## config.mk

```make
export PLATFORM = sky130hd
export DESIGN_NAME = vpmwr_front_flat
export DESIGN_NICKNAME = d
export VERILOG_FILES = /design/src/rtl/vpmwr_pkg.sv /design/src/rtl/vpmwr_if.sv /design/src/rtl/vpmwr_front.sv /design/src/flat_wrapper.sv
export SDC_FILE = /design/constraint.sdc
export NUM_CORES = 1
export LEC_CHECK = 0
export ABC_AREA = 1
export BUFFER_PORTS_ARGS = -buffer_cell sky130_fd_sc_hd__buf_2
export CAP_MARGIN = 20
export CORE_MARGIN = 8
export CORE_UTILIZATION = 55
export CTS_CLUSTER_DIAMETER = 80
export DETAILED_ROUTE_END_ITERATION = 6
export PLACE_DENSITY_LB_ADDON = 0.3
export SYNTH_ARGS = -nofsm -noshare
export SYNTH_HDL_FRONTEND = slang
export SYNTH_SLANG_ARGS = --single-unit
```

## constraint.sdc

```tcl
create_clock -name clk -period 4 [get_ports clk]
set_clock_uncertainty 0.05 [all_clocks]
set_input_delay 0.8 -clock clk [delete_from_list [all_inputs] [get_ports clk]]
set_output_delay 0.8 -clock clk [all_outputs]
set_load 0.01 [all_outputs]
```

## src/rtl/vpmwr_pkg.sv

```systemverilog
`timescale 1ns / 1ps
// ============================================================================
// vpmwr_pkg
// Shared types, constants and plane write and read functions for the planar memory.
// ============================================================================
package vpmwr_pkg;

    localparam int ADDR_W        = 16;
    localparam int DATA_W        = 8;
    localparam int PLANES        = 4;
    localparam int PLANE_W       = 2;
    localparam int WORD_W        = PLANES * DATA_W;
    localparam int CFG_IDX_W     = 3;
    localparam int CFG_DATA_W    = 8;
    localparam int DEF_ADDR_BITS = 16;
    localparam int QUEUE_DEPTH   = 2;

    typedef enum logic
    {
        CMD_READ  = 1'b0,
        CMD_WRITE = 1'b1
    } cmd_t;

    typedef enum logic [CFG_IDX_W-1:0]
    {
        REG_SET_RESET        = 3'd0,
        REG_ENABLE_SET_RESET = 3'd1,
        REG_ROTATE_COUNT     = 3'd2,
        REG_LOGIC_FUNCTION   = 3'd3,
        REG_WRITE_MODE       = 3'd4,
        REG_BIT_MASK         = 3'd5,
        REG_MAP_MASK         = 3'd6
    } cfg_idx_t;

    typedef enum logic [1:0]
    {
        LOGIC_REPLACE = 2'd0,
        LOGIC_AND     = 2'd1,
        LOGIC_OR      = 2'd2,
        LOGIC_XOR     = 2'd3
    } logic_fn_t;

    typedef enum logic [1:0]
    {
        WMODE_NORMAL = 2'd0,
        WMODE_LATCH  = 2'd1,
        WMODE_EXPAND = 2'd2,
        WMODE_MASKED = 2'd3
    } wmode_t;

    typedef struct packed
    {
        logic [PLANES-1:0] set_reset;
        logic [PLANES-1:0] enable_set_reset;
        logic [2:0]        rotate_count;
        logic_fn_t         logic_function;
        wmode_t            write_mode;
        logic [DATA_W-1:0] bit_mask;
        logic [PLANES-1:0] map_mask;
    } cfg_t;

    typedef struct packed
    {
        cmd_t              cmd;
        logic [ADDR_W-1:0] address;
        logic [DATA_W-1:0] data;
    } item_t;

    // Combines a new byte with the latch byte through the ALU function.
    function automatic logic [DATA_W-1:0] apply_logic(
        input logic_fn_t         fn,
        input logic [DATA_W-1:0] v,
        input logic [DATA_W-1:0] latch
    );
        logic [DATA_W-1:0] r;
        unique case (fn)
            LOGIC_REPLACE: r = v;
            LOGIC_AND:     r = v & latch;
            LOGIC_OR:      r = v | latch;
            LOGIC_XOR:     r = v ^ latch;
        endcase
        return r;
    endfunction

    // Byte stored into one plane for a write, given the current latch byte.
    function automatic logic [DATA_W-1:0] plane_byte(
        input cfg_t               cfg,
        input logic [DATA_W-1:0]  data,
        input logic [DATA_W-1:0]  latch,
        input logic [PLANE_W-1:0] plane
    );
        logic [2*DATA_W-1:0] dd;
        logic [DATA_W-1:0]   rot;
        logic [DATA_W-1:0]   sr_fill;
        logic [DATA_W-1:0]   v;
        logic [DATA_W-1:0]   t;
        dd      = {data, data};
        rot     = dd[cfg.rotate_count +: DATA_W];
        sr_fill = {DATA_W{cfg.set_reset[plane]}};
        t       = data & cfg.bit_mask;
        unique case (cfg.write_mode)
            WMODE_NORMAL:
            begin
                v = cfg.enable_set_reset[plane] ? sr_fill : rot;
                v = apply_logic(cfg.logic_function, v, latch);
                v = (v & ~cfg.bit_mask) | (latch & cfg.bit_mask);
            end
            WMODE_LATCH:
            begin
                v = latch;
            end
            WMODE_EXPAND:
            begin
                v = cfg.enable_set_reset[plane] ? {DATA_W{data[plane]}} : data;
                v = apply_logic(cfg.logic_function, v, latch);
                v = (v & ~cfg.bit_mask) | (latch & cfg.bit_mask);
            end
            WMODE_MASKED:
            begin
                v = (sr_fill & ~t) | (latch & t);
            end
        endcase
        return v;
    endfunction

    // Byte of the lowest plane enabled in the map mask, zero if none.
    function automatic logic [DATA_W-1:0] read_select(
        input logic [WORD_W-1:0] word,
        input logic [PLANES-1:0] map_mask
    );
        logic [DATA_W-1:0] r;
        r = '0;
        for (int p = PLANES - 1; p >= 0; p--)
        begin
            if (map_mask[p])
            begin
                r = word[p*DATA_W +: DATA_W];
            end
        end
        return r;
    endfunction

endpackage

```

## src/rtl/vpmwr_if.sv

```systemverilog
`timescale 1ns / 1ps
// ============================================================================
// vpmwr_if
// Valid/ready channels for memory access items and read results.
// ============================================================================
interface vpmwr_in_if;
    logic                          valid;
    logic                          ready;
    logic                          cmd;
    logic [vpmwr_pkg::ADDR_W-1:0]  address;
    logic [vpmwr_pkg::DATA_W-1:0]  data;

    modport source (output valid, output cmd, output address, output data, input ready);
    modport sink   (input valid, input cmd, input address, input data, output ready);
endinterface


```

## src/rtl/vpmwr_front.sv

```systemverilog
`timescale 1ns / 1ps
// ============================================================================
// vpmwr_front
// Accepts access items, decodes the command and queues them for the back end.
// ============================================================================
module vpmwr_front
(
    input  logic                 clk,
    input  logic                 rst_n,
    vpmwr_in_if.sink             req,
    output vpmwr_pkg::item_t     q_item,
    output logic                 q_valid,
    input  logic                 q_pop
);

    localparam int PTR_W = (vpmwr_pkg::QUEUE_DEPTH > 1) ? $clog2(vpmwr_pkg::QUEUE_DEPTH) : 1;
    localparam int CNT_W = $clog2(vpmwr_pkg::QUEUE_DEPTH + 1);
    localparam logic [CNT_W-1:0] FULL_CNT = CNT_W'(vpmwr_pkg::QUEUE_DEPTH);
    localparam logic [PTR_W-1:0] LAST_PTR = PTR_W'(vpmwr_pkg::QUEUE_DEPTH - 1);

    vpmwr_pkg::item_t  queue_reg [vpmwr_pkg::QUEUE_DEPTH];
    logic [PTR_W-1:0]  wr_ptr_reg, wr_ptr_next;
    logic [PTR_W-1:0]  rd_ptr_reg, rd_ptr_next;
    logic [CNT_W-1:0]  count_reg, count_next;
    vpmwr_pkg::item_t  new_item;
    logic              push;
    logic              pop;

    assign req.ready = (count_reg != FULL_CNT);
    assign push      = req.valid & req.ready;
    assign pop       = q_pop & q_valid;
    assign q_valid   = (count_reg != '0);
    assign q_item    = queue_reg[rd_ptr_reg];

    always_comb
    begin
        new_item.cmd     = vpmwr_pkg::cmd_t'(req.cmd);
        new_item.address = req.address;
        new_item.data    = req.data;
    end

    always_comb
    begin
        wr_ptr_next = wr_ptr_reg;
        rd_ptr_next = rd_ptr_reg;
        count_next  = count_reg;
        if (push)
        begin
            wr_ptr_next = (wr_ptr_reg == LAST_PTR) ? '0 : wr_ptr_reg + 1'b1;
        end
        if (pop)
        begin
            rd_ptr_next = (rd_ptr_reg == LAST_PTR) ? '0 : rd_ptr_reg + 1'b1;
        end
        if (push && !pop)
        begin
            count_next = count_reg + 1'b1;
        end
        else if (pop && !push)
        begin
            count_next = count_reg - 1'b1;
        end
    end

    always_ff @(posedge clk or negedge rst_n)
    begin
        if (!rst_n)
        begin
            wr_ptr_reg <= '0;
            rd_ptr_reg <= '0;
            count_reg  <= '0;
        end
        else
        begin
            wr_ptr_reg <= wr_ptr_next;
            rd_ptr_reg <= rd_ptr_next;
            count_reg  <= count_next;
        end
    end

    always_ff @(posedge clk)
    begin
        if (push)
        begin
            queue_reg[wr_ptr_reg] <= new_item;
        end
    end

endmodule

```

## src/flat_wrapper.sv

```systemverilog
// flat-port wrapper written by rule: the top's interface ports become plain ports
module vpmwr_front_flat 
  (clk, rst_n, q_item, q_valid, q_pop, req_valid, req_cmd, req_address, req_data, req_ready);
  vpmwr_in_if req_i ();
  input  logic clk;
  input  logic rst_n;
  output vpmwr_pkg::item_t q_item;
  output logic q_valid;
  input  logic q_pop;
  input wire logic [$bits(req_i.valid)-1:0] req_valid;
  input wire logic [$bits(req_i.cmd)-1:0] req_cmd;
  input wire logic [$bits(req_i.address)-1:0] req_address;
  input wire logic [$bits(req_i.data)-1:0] req_data;
  output wire logic [$bits(req_i.ready)-1:0] req_ready;
  assign req_i.valid = req_valid;
  assign req_i.cmd = req_cmd;
  assign req_i.address = req_address;
  assign req_i.data = req_data;
  assign req_ready = req_i.ready;
  vpmwr_front u_core (.clk(clk), .rst_n(rst_n), .req(req_i), .q_item(q_item), .q_valid(q_valid), .q_pop(q_pop));
endmodule
```

### After elaboration in Yosys (flattened, before gate mapping)

Memories as Yosys holds them, arrays and structs flattened.
Index checks and enable logic that the tools add are counted.

| word-level totals | value |
|---|---|
| bits in read-only memories | 0 |
| memory bits (writable) | 50 |
| input bits | 29 |
| memories | 1 |
| bits in registers | 4 |
| word-level logic and storage cells | 23 |
| latch bits | 0 |
| output and inout bits | 27 |

| cells by class | value |
|---|---|
| reductions and logical operators | 6 |
| shift operators | 0 |
| multiplexer cells | 6 |
| div/mod/pow operators | 0 |
| magnitude comparators | 0 |
| bitwise operators | 2 |
| add/subtract/negate cells | 4 |
| multiply operators | 0 |
| eq/ne operators | 1 |

Memories:

| name | words | bits a word | rd ports | clocked after memory_dff | wr ports | RTL line | text |
|---|---|---|---|---|---|---|---|
| u_core.queue_reg | 2 | 25 | 1 | 0 | 1 | vpmwr_front.sv:21 | `vpmwr_pkg::item_t queue_reg [vpmwr_pkg::QUEUE_DEPTH];` |

Operator list:

| kind | number |
|---|---|
| $mux 1 | 4 |
| $mux 2 | 2 |
| $reduce_bool 2->1 | 2 |
| $add 1x1->1 const B | 2 |
| $add 2x1->2 const B | 1 |
| $and 1x1->1 | 2 |
| $logic_and 1x1->1 | 2 |
| $logic_not 1->1 | 2 |
| $ne 2x2->1 const B | 1 |
| $sub 2x1->2 const B | 1 |

### Longest topological paths before layout

Gate-level depths: netlist of the first run.

| depth | value |
|---|---|
| word-level depth | 6 |
| mapped depth | 10 |
| gate-level depth less buffers | 10 |

### Worst setup path before layout of the first run

Ideal clock, no wire load.

| path | value |
|---|---|
| kind | input to register |
| start | in req_valid |
| end | mem u_core.queue_reg[1][0] in the netlist's numbering, enable pin |
| cell stages on the path | 2 |
| buffers on the path | 0 |
| setup time | 407 ps |
| required time | 3543 ps |
| slack | 1603 ps |
| data arrival time | 1940 ps |
| cells stage by stage | nand2_2 nor2_1 |

| between the ends | value |
|---|---|
| word-level cells in the longest chain between the ends | 3 |

Ends and longest elaborated chain:

| item | RTL line | text |
|---|---|---|
| start: declaration | flat_wrapper.sv:10 | `input wire logic [$bits(req_i.valid)-1:0] req_valid;` |
| $and 1x1->1 | vpmwr_front.sv:30 | `assign push = req.valid & req.ready;` |
| $mux 1 | vpmwr_front.sv:83 | `if (push)` |
| $mux 1 (not written as such) | vpmwr_front.sv:85 | `queue_reg[wr_ptr_reg] <= new_item;` |
| end: declaration | vpmwr_front.sv:21 |  |

Every way passes these cells.

==> results of run 1 <==
## power by group through the flow
stage	Combinational [mW]	Sequential (mW)	Clock, mW
2_1_floorplan	0.442	0.823	0
3_3_place_gp	0.579	0.867	0
3_5_place_dp	0.604	0.875	0
4_1_cts	0.606	0.862	0.308
5_1_grt	0.665	0.878	0.328
6_report	0.589	0.862	0.299
## worst paths after layout
kind                                startpoint                  end  slack, ps  cells past startpoint
min in group clk           u_core.count_reg[0]  u_core.count_reg[0]        500                      1
max                          u_core.rd_ptr_reg            q_item[7]       1350                      4
min reg2reg                u_core.count_reg[0]  u_core.count_reg[0]        500                      1
min                                      rst_n    u_core.wr_ptr_reg        240                      1
max in group asynchronous                rst_n  u_core.count_reg[0]       3540                      1
max reg2reg                  u_core.rd_ptr_reg    u_core.rd_ptr_reg       2470                      3
## routing by layer
layer / track usage [%] / vias up / wire, um
li1: - / 642 / -
met3: 6.34 / 6 / 269
met4: 7.36 / 0 / 74
met1: 14.3 / 628 / 1520
met5: 0 / - / 0
met2: 23.8 / 40 / 2070
## kinds of logic after synthesis
group         Yosys count  share of synthesized area (%)
flops                  54                           76.8
buf+inv                12                           4.32
fa+ha+maj               1                          0.600
xor+xnor                2                          0.840
simple gates           90                           17.4
## worst register-to-register path, delay by kind of cell (launching register included)
family	cells	cell delay, ps
flip-flops	1	970
buffers and inverters	1	190
AND/OR/NAND/NOR	2	220
## cell usage in the layout (no fill, tap or decap)
cell type and instances:
sky130_fd_sc_hd__buf_2 55, sky130_fd_sc_hd__buf_4 2, sky130_fd_sc_hd__clkbuf_1 2, sky130_fd_sc_hd__clkbuf_8 6, sky130_fd_sc_hd__dfrtp_1 4, sky130_fd_sc_hd__edfxtp_1 50, sky130_fd_sc_hd__ha_1 1, sky130_fd_sc_hd__inv_1 5
sky130_fd_sc_hd__inv_2 1, sky130_fd_sc_hd__inv_8 1, sky130_fd_sc_hd__nand2_1 77, sky130_fd_sc_hd__nand2_2 8, sky130_fd_sc_hd__nand3_1 2, sky130_fd_sc_hd__nand4_1 1, sky130_fd_sc_hd__nor2_2 2, sky130_fd_sc_hd__xnor2_1 1
sky130_fd_sc_hd__xor2_1 1
## stage by stage
step | instance area, um^2 | cells
2_1_floorplan | 2080 | 159
3_3_place_gp | 2380 | 259
3_5_place_dp | 2380 | 259
4_1_cts | 2470 | 267
5_1_grt | 2470 | 267
6_report | 2470 | 267
## layout make-up
class	count	area, um^2
Sequential cell	54	1600
Fill cell	283	1190
Multi-Input combinational cell	93	398
Timing Repair Buffer	57	290
Clock buffer	8	90.1
Tap cell	48	60.1
Inverter	7	33.8
==> metrics.md, run 1 <==
| Metric | Value |
|---|---|
| Outcome | completed |
| Share of the cycle needed by the critical path after routing | 66.2% |
| First-pass detailed-route iteration total | 4 |
| Max-slew violation count | 0 |
| Cell-by-cell listing of the critical path | inv_8 -> nand2_1 -> nand2_1 -> buf_2 |
| Maximum operating frequency | 378 MHz |
| Highest cell delay on the worst timing path | 970 ps |
| Half-perimeter wire length after placement | between 2000 and 3000 um |
| Post-CTS clock slew at the launch and capture registers of the worst setup and hold paths | ~80 ps |
| Clk sinks | 54 |
| Startpoint types | flip-flop |
| Hold Violations, Final | 0 |
| Top cell types by occurrence after synthesis | sky130_fd_sc_hd__nand2_1, sky130_fd_sc_hd__edfxtp_1, sky130_fd_sc_hd__nand2_2 |
| P_leak | 1.10 nW |
| Overall track demand over capacity in global routing | 14.0% |
| Ys flop type | sky130_fd_sc_hd__edfxtp_1 |
| Global route overflow | 0 |
| Hold Buf Count CTS | 0 |
| Starting utilization of the core area | 56.9% |
| Final cell utilization of the core | 67.6% |
| Area Growth Syn to Fin | 18.7% |
| Antenna violations before repair | 0 |
| Horizontal extent of the die | 77.6 um |
| Violation count after the first detailed-routing iteration | 95 |
| Number of warnings issued by yosys | 0 |
| Sw Ratio | 35.5% |
| Library cell occupying the most area in the post-synthesis netlist | sky130_fd_sc_hd__edfxtp_1 |
| Routability Congestion | 0.687 |
| Number of I/O pins | 56 |
| Cell seen most often among critical-path stages | sky130_fd_sc_hd__nand2_1 |
| Leading post-synthesis cells by cell area | sky130_fd_sc_hd__edfxtp_1, sky130_fd_sc_hd__nand2_1, sky130_fd_sc_hd__dfrtp_1 |
| Fraction of post-synthesis cell area in the top cell type by area | 72.0% |
| Start-to-end type of the worst setup path | reg2out |
| Htree depth | 2 |
| Count of instances resized after the clock tree is built | 0 |
| First-pass GRT wire length | 6530 um |
| Number of global-route vias before repair | 1463 |
| Number of standard cells after synthesis | 159 |
| Count of buffers from port buffering | 55 |
| Register area share after synthesis | 76.8% |
| CTS tree | built |
| Final wirelength | 3940 um |
| Worst IR Drop VDD | 0.392 mV |
| Distinct cells, synth | 16 |
| Clock root buffer master | sky130_fd_sc_hd__clkbuf_8 |
| CP Capture Type | primary output |
| Critical path arrival | 1800 ps |
| Count of antenna diodes in the layout | 0 |
| Via count normalized by instance count | roughly 5 |
| Total number of vias | 1316 |
| Net count after synthesis | 189 |
| Deepest clock path buffer count | 2 |
| Syn avg cell area | 13.1 um^2 |
| Worst path required time | ~3200 ps |
| Post-synthesis register bit count | 54 |
| Number of remaining DRC errors | 0 |
| Max-cap violations | 0 |
| Setup tns final | 0 ps |
| Worst relative slew slack | 36.7% |
| Number of CTS-inserted buffers | 5 |
| Tightest Pin Transition | 950 ps |
| Worst Hold Margin | about 240 ps |
| Fin nets | 248 |
| Post-synthesis instance area | between 2000 and 2500 um^2 |
| Clock power frac | 17.1% |
| Critical path's slowest cell | sky130_fd_sc_hd__dfrtp_1 |
| Insertion delay of the later-clocked pin in the worst-skew pair | 300 ps |
| Setup violators final | 0 |
| Routed wire per std cell | ~15 um |
| Power Density | around 700 nW/um^2 |
| Final Total Pwr | 1.75 mW |
| Count leader, synth | sky130_fd_sc_hd__nand2_1 |
| Placeable core area | 3660 um^2 |
| Cell family with the largest share of critical-path delay | flip-flops |
| Internal power | 1.13 mW |
| Number of flip-flops under the largest register name | 50 |
| Reported net switching power | 0.621 mW |
| Total number of placement rows | 22 |
| Number of synthesized flops with an enable pin | 50 |
| Buffer count from post-CTS setup fixing | 0 |
| Worst Path Buf+Inv | 2 |
| Worst slack after detailed placement | 1660 ps |
| Maximum number of pins on one net before global-route repair | 28 |
| Die height | between 70 and 80 um |
| Final period demand of the worst path | 2650 ps |
| RSZ-0062 raised after global routing | false |
| Comb pwr share | 33.7% |
| Sequential group share of total power | 49.2% |
| DIE AREA | about 6000 um^2 |
| Post-synth ARST share | 7.41% |
| Residual antenna-violating net count after detailed routing | 0 |
| Largest fanout on the critical path | 27 |
| Final critical-path setup slack | 1350 ps |
| Path type of the worst min-delay path | in2async |
| Fraction of layout instances using a drive strength above 1 | about a third |
Power figures use the tool's default switching activity.
==> inputs of run 2 (changes only) <==
--- a/config.mk
+++ b/config.mk
@@ -9,7 +9,7 @@
 export BUFFER_PORTS_ARGS = -buffer_cell sky130_fd_sc_hd__buf_2
 export CAP_MARGIN = 20
 export CORE_MARGIN = 8
-export CORE_UTILIZATION = 55
+export CORE_UTILIZATION = 51
 export CTS_CLUSTER_DIAMETER = 80
 export DETAILED_ROUTE_END_ITERATION = 6
 export PLACE_DENSITY_LB_ADDON = 0.3
==> constraint.sdc (replaced) <==
create_clock -name clk -period 2.55 [get_ports clk]
set_clock_uncertainty 0.05 [all_clocks]
set_input_delay 0.51 -clock clk [delete_from_list [all_inputs] [get_ports clk]]
set_output_delay 0.51 -clock clk [all_outputs]
set_load 0.01 [all_outputs]
==> run 2 against run 1 <==
Sequential power is 51% higher. Setup slack worse by 770 ps. Utilization is 4.2 points lower. Count of clock-buffer cells in the layout is 3 lower. Hold slack better by 85 ps. First-iteration DRC count is 14% lower. Register-to-register slack worse by 1500 ps. Sequential share of layout area is 1.1 points lower. Non-clock buffer count is 3 higher. Via count is 3.3% lower. Critical path depth stayed put.
==> metrics.md, run 2 (same netlist as run 1, synthesis figures left out) <==
| Metric | Value |
|---|---|
| Outcome | completed |
| Fin nets | 251 (+1.2%) |
| Maximum number of pins on one net before global-route repair | 27 (-3.6%) |
| Insertion delay of the later-clocked pin in the worst-skew pair | 320 ps (+20 ps) |
| Finished Cell Area | 2520 um^2 (+1.8%) |
| Worst IR Drop VDD | 0.640 mV (+63%) |
| Highest cell delay on the worst timing path | 570 ps (-400 ps) |
| Most common library cell in the layout ignoring fill and taps | sky130_fd_sc_hd__nand2_1 |
| Global route overflow | 0 (unchanged) |
| Critical path arrival | 1400 ps (-400 ps) |
| Routability Congestion | 0.712 (+3.7%) |
| Number of CTS-inserted buffers | 5 (unchanged) |
| Total number of placement rows | 23 (+4.5%) |
| Residual antenna-violating net count after detailed routing | 0 (unchanged) |
| CP endpoint | q_item[21] |
| DIE AREA | 6390 um^2 (+6.2%) |
| Power Density | 1110 nW/um^2 (+56%) |
| Clk sinks | 54 (unchanged) |
| Number of global-route vias before repair | 1272 (-13%) |
| Count of buffers from port buffering | 55 (unchanged) |
| Final wirelength | 3770 um (-4.3%) |
| Worst relative slew slack | 67.6% (+31 points) |
| Count of antenna diodes in the layout | 0 (unchanged) |
| RR Startpoint | u_core.count_reg[0] |
| Starting utilization of the core area | 52.5% (-4.4 points) |
| Number of I/O pins | 56 (unchanged) |
| Max-cap violations | 0 (unchanged) |
| Reg area | 1600 um^2 (unchanged) |
| Startpoint types | flip-flop |
| Tightest Pin Transition | 486 ps (-464 ps) |
| Final critical-path setup slack | 587 ps (-766 ps) |
| Count of instances resized after the clock tree is built | 0 (unchanged) |
| Number of remaining DRC errors | 0 (unchanged) |
| Setup tns final | 0 ps (unchanged) |
| Post-CTS clock slew at the launch and capture registers of the worst setup and hold paths | 100 ps (+20 ps) |
| Max-slew violation count | 0 (unchanged) |
| Largest fanout on the critical path | 11 (-59%) |
| Placeable core area | 3970 um^2 (+8.5%) |
| Clock root buffer master | sky130_fd_sc_hd__clkbuf_8 |
| Worst Hold Margin | 325 ps (+85.3 ps) |
| Half-perimeter wire length after placement | 2650 um (-7.3%) |
| CTS tree | built |
| Placed cell areas | 2410 um^2 (+1.3%) |
| Antenna violations before repair | 0 (unchanged) |
| Setup violators final | 0 (unchanged) |
| Buffer count from post-CTS setup fixing | 0 (unchanged) |
| Critical path's slowest cell | sky130_fd_sc_hd__dfrtp_1 |
| Overall track demand over capacity in global routing | 12.2% (-1.9 points) |
| Final period demand of the worst path | between 1500 and 2000 ps |
| Cells on worst reg2reg path | 5 (+2) |
| Violation count after the first detailed-routing iteration | 82 (-14%) |
| Cell seen most often among critical-path stages | sky130_fd_sc_hd__nand2_1 |
| Total number of vias | 1272 (-3.3%) |
| RSZ-0062 raised after global routing | false |
| CP Capture Type | primary output |
| Share of the cycle needed by the critical path after routing | 77.0% |
| Worst slack after detailed placement | 854 ps (-811 ps) |
| Routed wire per std cell | 13.9 um (-6.0%) |
| Launching element of the worst setup path | u_core.rd_ptr_reg |
| Register-to-register setup slack | 940 ps (-1530 ps) |
| First-pass detailed-route iteration total | 4 (unchanged) |
| Htree depth | 2 (unchanged) |
| Deepest clock path buffer count | 2 (unchanged) |
| Number of flip-flops under the largest register name | 50 (unchanged) |
| First-pass GRT wire length | 5910 um (-9.6%) |
| Horizontal extent of the die | 79.9 um (+3.1%) |
| Area Growth Syn to Fin | 20.8% |
| Path type of the worst min-delay path | in2reg |
| Fraction of layout instances using a drive strength above 1 | 35.6% (+1.3 points) |
| Worst reg2reg endpoint | u_core.queue_reg[0][22] |
| Area of the multi-input gates | 398 um^2 (unchanged) |
| Leading cell types in the layout, fill and taps excluded | sky130_fd_sc_hd__nand2_1, sky130_fd_sc_hd__buf_2, sky130_fd_sc_hd__edfxtp_1 |
| Via count normalized by instance count | 4.68 (-5.1%) |
| Final Total Pwr | 2.78 mW (+59%) |
| P_leak | 1.11 nW (+1.5%) |
| Cell-by-cell listing of the critical path | buf_4 -> nand2_1 -> nand2_1 -> buf_2 |
| Number of fill cells in the layout | 306 (+8.1%) |
| Maximum operating frequency | 509 MHz |
| Hold Buf Count CTS | 1 (+1) |
| Hold Violations, Final | 0 (unchanged) |
| Start-to-end type of the worst setup path | reg2out |
| Die height | 79.9 um (+3.1%) |
| Worst path required time | 1990 ps (-1160 ps) |
[run 2: power by group]
| group | switching (mW) | internal (mW) |
|---|---|---|
| Sequential | 0.0850 | 1.21 |
| Clock | 0.280 | 0.198 |
| Combinational | 0.639 | 0.365 |
[run 2: worst min-delay path by stage]
stage,depth (start not counted),start,to,slack [ps]
2_1_floorplan,0,rst_n,u_core.count_reg[0],160
3_3_place_gp,1,rst_n,u_core.count_reg[0],270
3_5_place_dp,1,rst_n,u_core.count_reg[0],280
4_1_cts,1,req_data[0],u_core.queue_reg[1][0],320
5_1_grt,1,req_data[0],u_core.queue_reg[0][0],320
6_report,1,req_data[3],u_core.queue_reg[0][3],320
[run 2: stage by stage]
stage	utilization (%)	instances
after floorplan	-	159
after global placement	60.8	263
after detailed placement	60.8	263
after CTS	63.4	272
after global routing	63.4	272
final	63.4	272
[run 2: cell type report]
| class | count | area share (%) |
|---|---|---|
| Timing Repair Buffer | 60 | 13.0 |
| Inverter | 7 | 1.34 |
| Tap cell | 50 | 2.49 |
| Sequential cell | 54 | 63.6 |
| Multi-Input combinational cell | 93 | 15.8 |
| Clock buffer | 5 | 2.73 |
| Clock inverter | 3 | 0.994 |
[run 2: worst max-delay path, delay by kind of cell (launching register included)]
family / cells / cell delay, ps
and+or+nand+nor: 2 / 140
DFF: 1 / 570
buffers and inverters: 2 / 390
[run 2: routing by layer]
| metal | part of all wire [%] | track usage [%] | wire (um) | vias up |
|---|---|---|---|---|
| met2 | 51 | 20.4 | 1920 | 42 |
| met4 | 1.0 | 4.36 | 38 | 0 |
| met1 | 40 | 13.5 | 1520 | 578 |
| met5 | 0 | 0 | 0 | - |
| met3 | 7.7 | 5.07 | 292 | 4 |
| li1 | - | - | - | 648 |
